--- config.mk ---
export PLATFORM = sky130hd
export DESIGN_NAME = oef_ctrl
export DESIGN_NICKNAME = d
export VERILOG_FILES = /design/src/hw/rtl/oef_pkg.sv /design/src/hw/rtl/oef_ctrl.sv
export SDC_FILE = /design/constraint.sdc
export NUM_CORES = 1
export LEC_CHECK = 0
export ABC_CLOCK_PERIOD_IN_PS = 2140
export BUFFER_PORTS_ARGS = -buffer_cell sky130_fd_sc_hd__buf_2
export CORE_AREA = 2 2 39 41
export CTS_BUF_LIST = sky130_fd_sc_hd__clkbuf_8
export CTS_CLUSTER_SIZE = 16
export DETAILED_ROUTE_END_ITERATION = 10
export DIE_AREA = 0 0 41 43
export PLACE_DENSITY_LB_ADDON = 0.15
export SYNTH_ARGS = -nofsm -noshare
export SYNTH_HDL_FRONTEND = slang
export SYNTH_SLANG_ARGS = --single-unit
--- constraint.sdc ---
create_clock -name clk -period 2.14 [get_ports clk]
set_clock_uncertainty 0.05 [all_clocks]
set_input_delay 0.214 -clock clk [delete_from_list [all_inputs] [get_ports clk]]
set_output_delay 0.214 -clock clk [all_outputs]
set_load 0.005 [all_outputs]
--- src/hw/rtl/oef_pkg.sv ---
`default_nettype none
package oef_pkg;
    localparam int FRAC_BITS = 8;
    localparam logic [33:0] SMOOTH_K = 34'd10430378350;
    localparam logic [31:0] RATE_SCALE = 32'd1000000;
    localparam logic [2:0] REG_MIN_CUTOFF = 3'd0;
    localparam logic [2:0] REG_BETA = 3'd1;
    localparam logic [2:0] REG_DERIV_CUTOFF = 3'd2;
    localparam logic [2:0] REG_SETTLE_TOL = 3'd3;
    localparam logic [2:0] REG_UNSETTLE_TOL = 3'd4;

    typedef enum logic [3:0] {
        ST_IDLE, ST_RATE_MUL, ST_RATE_DIV, ST_DALPHA_MUL, ST_DALPHA_DIV, ST_DSMOOTH,
        ST_CUTOFF, ST_XALPHA_MUL, ST_XALPHA_DIV, ST_XSMOOTH, ST_COMMIT, ST_OUT
    } oef_state_t;

    // Commands from the controller to the datapath.
    typedef struct packed {
        logic load;       // capture input beat
        logic tare;       // tare op commit
        logic rate_mul;   // form (x - prev) * 1e6 and the elapsed time
        logic div_start;  // start the shared divider
        logic div_rate;   // divider operands: rate (1) or smoothing factor (0)
        logic dalpha_mul; // P = deriv cutoff * te
        logic dsmooth;    // smooth derivative from divider quotient
        logic cutoff;     // compute signal cutoff
        logic xalpha_mul; // P = signal cutoff * te
        logic xsmooth;    // smooth signal
        logic commit;     // update state
    } oef_cmd_t;

    typedef struct packed {
        logic div_done;
        logic is_tare;
    } oef_status_t;
endpackage
`default_nettype wire

--- src/hw/rtl/oef_ctrl.sv ---
`default_nettype none
module oef_ctrl
    import oef_pkg::*;
(
    input  wire logic        clk,
    input  wire logic        rst_n,
    input  wire logic        in_valid,
    output logic             in_stall,
    output logic             out_valid,
    input  wire logic        out_stall,
    input  wire oef_status_t status,
    output oef_cmd_t         cmd
);
    oef_state_t state_reg, state_next;

    always_ff @(posedge clk or negedge rst_n)
    begin
        if (!rst_n)
            state_reg <= ST_IDLE;
        else
            state_reg <= state_next;
    end

    always_comb
    begin
        state_next = state_reg;
        cmd        = '0;
        in_stall   = 1'b1;
        out_valid  = 1'b0;
        case (state_reg)
            ST_IDLE:
            begin
                in_stall = 1'b0;
                if (in_valid)
                begin
                    cmd.load   = 1'b1;
                    state_next = ST_RATE_MUL;
                end
            end
            ST_RATE_MUL:
            begin
                if (status.is_tare)
                begin
                    cmd.tare   = 1'b1;
                    state_next = ST_OUT;
                end
                else
                begin
                    cmd.rate_mul = 1'b1;
                    state_next   = ST_RATE_DIV;
                end
            end
            ST_RATE_DIV:
            begin
                cmd.div_rate  = 1'b1;
                cmd.div_start = 1'b1;
                state_next    = ST_DALPHA_MUL;
            end
            ST_DALPHA_MUL:
            begin
                if (status.div_done)
                begin
                    cmd.dalpha_mul = 1'b1;
                    state_next     = ST_DALPHA_DIV;
                end
            end
            ST_DALPHA_DIV:
            begin
                cmd.div_start = 1'b1;
                state_next    = ST_DSMOOTH;
            end
            ST_DSMOOTH:
            begin
                if (status.div_done)
                begin
                    cmd.dsmooth = 1'b1;
                    state_next  = ST_CUTOFF;
                end
            end
            ST_CUTOFF:
            begin
                cmd.cutoff = 1'b1;
                state_next = ST_XALPHA_MUL;
            end
            ST_XALPHA_MUL:
            begin
                cmd.xalpha_mul = 1'b1;
                state_next     = ST_XALPHA_DIV;
            end
            ST_XALPHA_DIV:
            begin
                // p_reg is loaded at the end of this cycle; start next cycle.
                state_next = ST_XSMOOTH;
            end
            ST_XSMOOTH:
            begin
                cmd.div_start = 1'b1;
                state_next    = ST_COMMIT;
            end
            ST_COMMIT:
            begin
                if (status.div_done)
                begin
                    cmd.xsmooth = 1'b1;
                    state_next  = ST_OUT;
                end
            end
            ST_OUT:
            begin
                out_valid = 1'b1;
                if (!out_stall)
                    state_next = ST_IDLE;
            end
            default:
            begin
                state_next = ST_IDLE;
            end
        endcase
    end
endmodule
`default_nettype wire

==> results of run 1 <==
==> worst max-delay path: stages, from the launching register on <==
cell and delay, ns:
dfrtp_1 0.58, inv_1 0.18, nor2_1 0.17, a21oi_1 0.10
o21bai_1 0.13, buf_2 0.12
==> layer usage <==
layer	share of wire [%]	vias to the layer above	wire length, um	GRT usage, %
met4	0.86	0	9	4.00
met1	48	208	498	19.9
li1	-	233	-	-
met2	46	14	482	18.8
met5	0	-	0	0
met3	5.4	2	56	4.71
==> synthesized netlist by cell type <==
master / count / area (um^2)
xor2_1: 1 / 8.76
o41ai_2: 1 / 16.3
nor2_1: 6 / 22.5
and2_2: 1 / 7.51
conb_1: 1 / 3.75
dfrtp_1: 4 / 100
o21ai_0: 2 / 10.0
and3_1: 2 / 12.5
nor4_1: 2 / 12.5
a32o_1: 1 / 10.0
buf_2: 1 / 5.00
buf_6: 1 / 11.3
buf_4: 3 / 22.5
inv_1: 4 / 15.0
mux2i_1: 1 / 10.0
nand2_1: 7 / 26.3
nor3_2: 1 / 10.0
a2bb2oi_2: 1 / 15.0
a31o_2: 1 / 8.76
o22ai_1: 1 / 6.26
a31oi_1: 1 / 6.26
and4bb_1: 1 / 12.5
nand4_1: 1 / 6.26
nand2b_1: 1 / 6.26
o21bai_1: 1 / 7.51
a21oi_1: 7 / 35.0
nor3_1: 3 / 15.0
==> power by group through the flow <==
stage          logic (uW)  clock network (uW)  registers [uW]
3_5_place_dp          436                   0             238
2_1_floorplan         439                   0             142
5_1_grt               487                 167             252
3_3_place_gp          444                   0             240
4_1_cts               440                 164             238
6_report              434                 158             240
==> worst max path at each step <==
stage                                     to  slack, ns
floorplan                            cmd[10]       0.82
CTS                                  cmd[10]       0.37
detailed placement  state_reg[0]$_DFFE_PN0P_       0.61
finish                                cmd[7]       0.37
global placement    state_reg[0]$_DFFE_PN0P_       0.54
global route                          cmd[7]       0.24
==> layout make-up <==
cell class,count,area (um^2),share of cell area (%)
multi-input cells,44,269,49.8
clock buffers,3,41.3,7.64
flip-flops and latches,4,100,18.5
well taps,16,20.0,3.70
inverters,4,15.0,2.78
repair buffers,18,95.1,17.6
==> timing repair <==
action | CTS | global route
setup endpoints to repair | 0 | 0
hold endpoints to repair | 4 | 0
hold buffers | 1 | 0
==> kinds of logic (layout without fill, tap and decap cells) <==
| kind of cell | Yosys count | in the layout | synth area share (%) |
|---|---|---|---|
| buffers and inverters | 9 | 25 | 12.7 |
| xor gates and xnor gates | 1 | 1 | 2.07 |
| DFF | 4 | 4 | 23.7 |
| and+or+nand+nor | 25 | 25 | 31.1 |
| muxes | 1 | 1 | 2.37 |
| other | 1 | 1 | 0.887 |
| AOI/OAI and AO/OA | 16 | 16 | 27.2 |
==> through the flow <==
stage / setup WS, ns / power, uW / std cells / util (%)
6_report: 0.375 / 832 / 89 / 39.1
5_1_grt: 0.238 / 906 / 89 / 39.1
4_1_cts: 0.365 / 842 / 89 / 39.1
3_5_place_dp: 0.606 / 674 / 85 / 35.4
3_3_place_gp: 0.542 / 684 / 85 / 35.4
2_1_floorplan: 0.820 / 581 / 57 / -
==> flow_summary.json, run 1 <==
{
  "reg2reg_from": "state_reg[3]$_DFFE_PN0P_",
  "coreArea_um2": 1380,
  "layout.cells.most_common": "buf_2",
  "die_area_um2": 1760,
  "postSynthRegisterBits": 4,
  "final_min_period_over_clock_period_pct": 82.5,
  "die_height_um": 43,
  "cellInternalPower_uw": 445,
  "worst_setup_hold_path_clk_slew_ns": 0.03,
  "cell_rows": 14,
  "final.hold.worst_slack_ns": 0.286,
  "route.detailed.vias_per_inst": 5.13,
  "worst_setup_path_end_kind": "output pin",
  "cts_resized": 0,
  "drv_slew": 0,
  "n_antenna_cell": 0,
  "clock-sinks": 4,
  "netlist_instances": 57,
  "setup_total_negative_slack_ns": 0,
  "clock_insertion_delay_worst_skew_ns": 0.22,
  "power.density_nw_per_um2": 1540,
  "vias": 457,
  "total_cts_buffers": 3,
  "swShare_pct": 46.5,
  "final-setup-viol-count": 0,
  "cp-startpoint": "state_reg[3]$_DFFE_PN0P_",
  "finish.net_count": 81,
  "min_path_type": "input port to async pin",
  "pin_count_of_the_biggest_net_entering_global_routing": 15,
  "dpl_cell_area_um2": 489,
  "yosysWarningCount": 0,
  "share_comb_of_total_power_pct": 52.1,
  "max_cap_viol_count": 0,
  "detail_route.first_pass.iterations": 4,
  "ant_nets": 0,
  "cp_data_required_time_ns": 1.88,
  "postLayoutCellArea_um2": 541,
  "io_port_bufs": 17,
  "globalRouteOverflowTotal": 0,
  "avgRoutedWirePerCell_um": 11.8,
  "power_frac_seq_pct": 28.8,
  "clk_path_buf_depth": 2,
  "critical_setup_path_kind": "flop to output pin",
  "fillers": 162,
  "dp.final_hpwl_um": 771,
  "grt_pass1_wl_um": 1630,
  "h_tree_depth": 1,
  "postSynthNetCount": 63,
  "wl_um": 1050,
  "chipWidth_um": 41,
  "fmaxAchievable_ghz": 0.567,
  "post-cts-setup-buffers": 0,
  "data_arrival_time_of_the_worst_path_ns": 1.50,
  "cts_tree": "yes",
  "run_status": "complete, no violations",
  "timing.critical_path.fanout_max": 12,
  "hold_viol_final": 0,
  "drt_first_iter_violations": 4,
  "drt_drc_violations_left": 0,
  "first_global_vias": 369,
  "syn-mean-instance-area_um2": 7.42,
  "worst-r2r-cell-count": 4,
  "clk_root_buffer_cell": "clkbuf_8",
  "number_of_antenna_violations_at_the_first_check_in_global_routing": 0,
  "clockPowerShare_pct": 19.0,
  "aggregate_global_route_resource_usage_pct": 13.7,
  "finalCriticalPeriod_ns": 1.77,
  "timing.critical_path.from_type": "flop",
  "reg2reg_slack_ns": 0.61,
  "ir_worst_vdd_mv": 0.758,
  "worst_r2r_endpoint": "state_reg[0]$_DFFE_PN0P_",
  "static-leakage-power_uw": 0.000283,
  "place_congestion": 0.759,
  "start_util_pct": 30.6,
  "num_io_pins": 19,
  "synth-seq-area-share_pct": 23.7,
  "layout_common_cells": "buf_2 (17), nand2_1 (7), a21oi_1 (7)",
  "area_overhead_vs_synth_pct": 27.8,
  "post_route_cells_drive_above_1_share_pct": 34.2,
  "synthesis.area_um2": 423,
  "rsz_0062_raised_after_global_routing": "no",
  "max_reg_flops": 4,
  "power_switching_uw": 387,
  "yosysUniqueCellTypes": 27
}
No activity file was read; power rests on OpenSTA's default activity.
==> inputs of run 2 (changes only) <==
ABC_AREA = 1   (was default)
ABC_CLOCK_PERIOD_IN_PS = 1800   (was 2140)
clock period = 1.8 ns   (was 2.14 ns; I/O delays follow)
==> run 2 against run 1 <==
Compared with the run above:
- core utilization rose by 1.9 points
- clock power rose by 20%
- highest routed layer unchanged
- flip-flop and latch count did not move
- combinational power rose by 25%
==> flow_summary.json, run 2 <==
{
  "place_congestion": 0.753,
  "post_route_cells_drive_above_1_share_pct": 38.6,
  "synth.mux.area_fraction_pct": 0,
  "synthSimpleGateAreaFrac_pct": 53.3,
  "yosysUniqueCellTypes": 17,
  "cp_cell_sequence": "inv_1 -> nor2_2 -> inv_1 -> nor4_1 -> buf_2",
  "die_area_um2": 1760,
  "n_antenna_cell": 0,
  "cts_tree": "yes",
  "start_util_pct": 30.2,
  "clock_insertion_delay_worst_skew_ns": 0.22,
  "die_height_um": 43,
  "worst_setup_hold_path_clk_slew_ns": 0.03,
  "synth_async_sr_flop_share_pct": 100,
  "synthAdderAreaFrac_pct": 0,
  "route.detailed.vias_per_inst": 4.66,
  "run_status": "complete, no violations",
  "postSynthRegisterBits": 4,
  "layout.cells.most_common": "buf_2",
  "layout_common_cells": "buf_2 (17), inv_1 (12), nand2_1 (12)",
  "postSynthNetCount": 74,
  "chipWidth_um": 41,
  "cell_rows": 14,
  "final_min_period_over_clock_period_pct": 89.9,
  "io_port_bufs": 17,
  "fillers": 155,
  "cp_data_required_time_ns": 1.57,
  "netlist.top_cell.by_area": "dfrtp_1",
  "synth.top_cells.by_count": "inv_1 (12), nand2_1 (12), nor2_1 (8), nand2_2 (6), nand3_1 (6)",
  "total_cts_buffers": 3,
  "finalCriticalPeriod_ns": 1.62,
  "synthesis.area_um2": 418,
  "dp.final_hpwl_um": 810,
  "min_path_type": "input port to flop",
  "h_tree_depth": 1,
  "critical_setup_path_kind": "flop to output pin",
  "cts_resized": 0,
  "aggregate_global_route_resource_usage_pct": 13.7,
  "max_cap_viol_count": 0,
  "timing.critical_path.from_type": "flop",
  "hold_viol_final": 0,
  "most_used_flip_flop_cell_after_synthesis": "dfrtp_1",
  "globalRouteOverflowTotal": 0,
  "finalPower_uw": 938,
  "pin_count_of_the_biggest_net_entering_global_routing": 8,
  "worst_r2r_endpoint": "state_reg[1]$_DFFE_PN0P_",
  "drv_slew": 0,
  "first_global_vias": 425,
  "worst-r2r-cell-count": 7,
  "data_arrival_time_of_the_worst_path_ns": 1.39,
  "max_reg_flops": 4,
  "timing.critical_path.fanout_max": 7,
  "critical-path-max-stage-delay_ns": 0.47,
  "post-cts-setup-buffers": 0,
  "worstHoldEndpoint": "state_reg[3]$_DFFE_PN0P_",
  "synth_top_cells_by_area": "dfrtp_1 (24%), inv_1 (11%), nand2_1 (11%)",
  "yosysWarningCount": 0,
  "drt_drc_violations_left": 0,
  "clock-sinks": 4,
  "whs_path_depth": 4,
  "synth_top_family_by_area": "simple AND/OR/NAND/NOR gates",
  "worst_setup_path_end_kind": "output pin",
  "min-delay-start": "status[1]",
  "fmaxAchievable_ghz": 0.618,
  "static-leakage-power_uw": 0.000354,
  "synth_compound_gate_area_share_pct": 8.38,
  "area_overhead_vs_synth_pct": 35.6,
  "reg2reg_from": "state_reg[1]$_DFFE_PN0P_",
  "setup_total_negative_slack_ns": 0,
  "critPathSlowestCell": "dfrtp_1",
  "synth_edf_count": 0,
  "wl_um": 997,
  "synth_top_area_share_pct": 24.0,
  "final-setup-viol-count": 0,
  "power.density_nw_per_um2": 1660,
  "parity_gate_share_of_the_synthesized_area_counting_xor_and_xnor_cells_pct": 0,
  "clk_path_buf_depth": 2,
  "netlist_instances": 68,
  "ant_nets": 0,
  "most_numerous_cell_on_the_critical_path": "inv_1",
  "number_of_antenna_violations_at_the_first_check_in_global_routing": 0,
  "synth-seq-area-share_pct": 24.0,
  "grt_pass1_wl_um": 1670,
  "vias": 485,
  "reg2reg_slack_ns": 0.50,
  "avgRoutedWirePerCell_um": 9.59,
  "ir_worst_vdd_mv": 0.493,
  "clk_root_buffer_cell": "clkbuf_8",
  "num_io_pins": 19,
  "cts_hold_buf": 1,
  "coreArea_um2": 1380,
  "drt_first_iter_violations": 17,
  "finish.net_count": 96,
  "syn-mean-instance-area_um2": 6.15,
  "detail_route.first_pass.iterations": 4,
  "rsz_0062_raised_after_global_routing": "no"
}
[run 2: cell type report]
cell class	instances	area (um^2)	share of cell area, %
multi-input cells	50	262	46.1
flip-flops and latches	4	100	17.7
repair buffers	18	95.1	16.8
inverters	13	48.8	8.61
clock buffers	3	41.3	7.28
well taps	16	20.0	3.53
[run 2: through the flow]
step           instances  worst slack, ns  util (%)  hold slack (ns)  area (um^2)
2_1_floorplan         68            0.628         -           -0.166          418
3_5_place_dp         100            0.410      37.3          -0.0635          515
6_report             104            0.181      41.0            0.213          567
5_1_grt              104           0.0650      41.0            0.244          567
4_1_cts              104            0.175      41.0            0.208          567
3_3_place_gp         100            0.363      37.3          -0.0654          515
[run 2: kinds of logic after synthesis]
group | count (synthesis)
DFF | 4
AOI/OAI and AO/OA | 7
and+or+nand+nor | 42
buffers and inverters | 14
other | 1
[run 2: report_power, final]
part | switching, uW | internal (uW) | total (uW) | leakage (uW)
Clock | 47.7 | 143 | 190 | 0.0000216
Combinational | 332 | 209 | 541 | 0.000283
Sequential | 72.4 | 134 | 207 | 0.0000497
Total | 453 | 486 | 938 | 0.000354
[run 2: per-layer routing]
metal	global-route usage [%]	vias to the layer above	routed length, um
met5	0	-	0
met4	10.0	0	19
met3	0	2	68
met2	20.3	19	530
met1	18.1	216	379
li1	-	248	-
[run 2: how the worst max path moves through the flow]
| stage | slack, ns | start | to |
|---|---|---|---|
| 3_5_place_dp | 0.41 | state_reg[0]$_DFFE_PN0P_ | cmd[8] |
| 6_report | 0.18 | state_reg[0]$_DFFE_PN0P_ | cmd[8] |
| 4_1_cts | 0.18 | state_reg[0]$_DFFE_PN0P_ | cmd[8] |
| 3_3_place_gp | 0.36 | state_reg[0]$_DFFE_PN0P_ | cmd[8] |
| 2_1_floorplan | 0.63 | state_reg[2]$_DFFE_PN0P_ | state_reg[0]$_DFFE_PN0P_ |
| 5_1_grt | 0.06 | state_reg[0]$_DFFE_PN0P_ | cmd[8] |
[run 2: critical path, delay by kind of cell (launching register included)]
kind                   cells  cell delay [ns]
buffers and inverters      3             0.33
flip-flops                 1             0.47
AND/OR/NAND/NOR            2             0.37
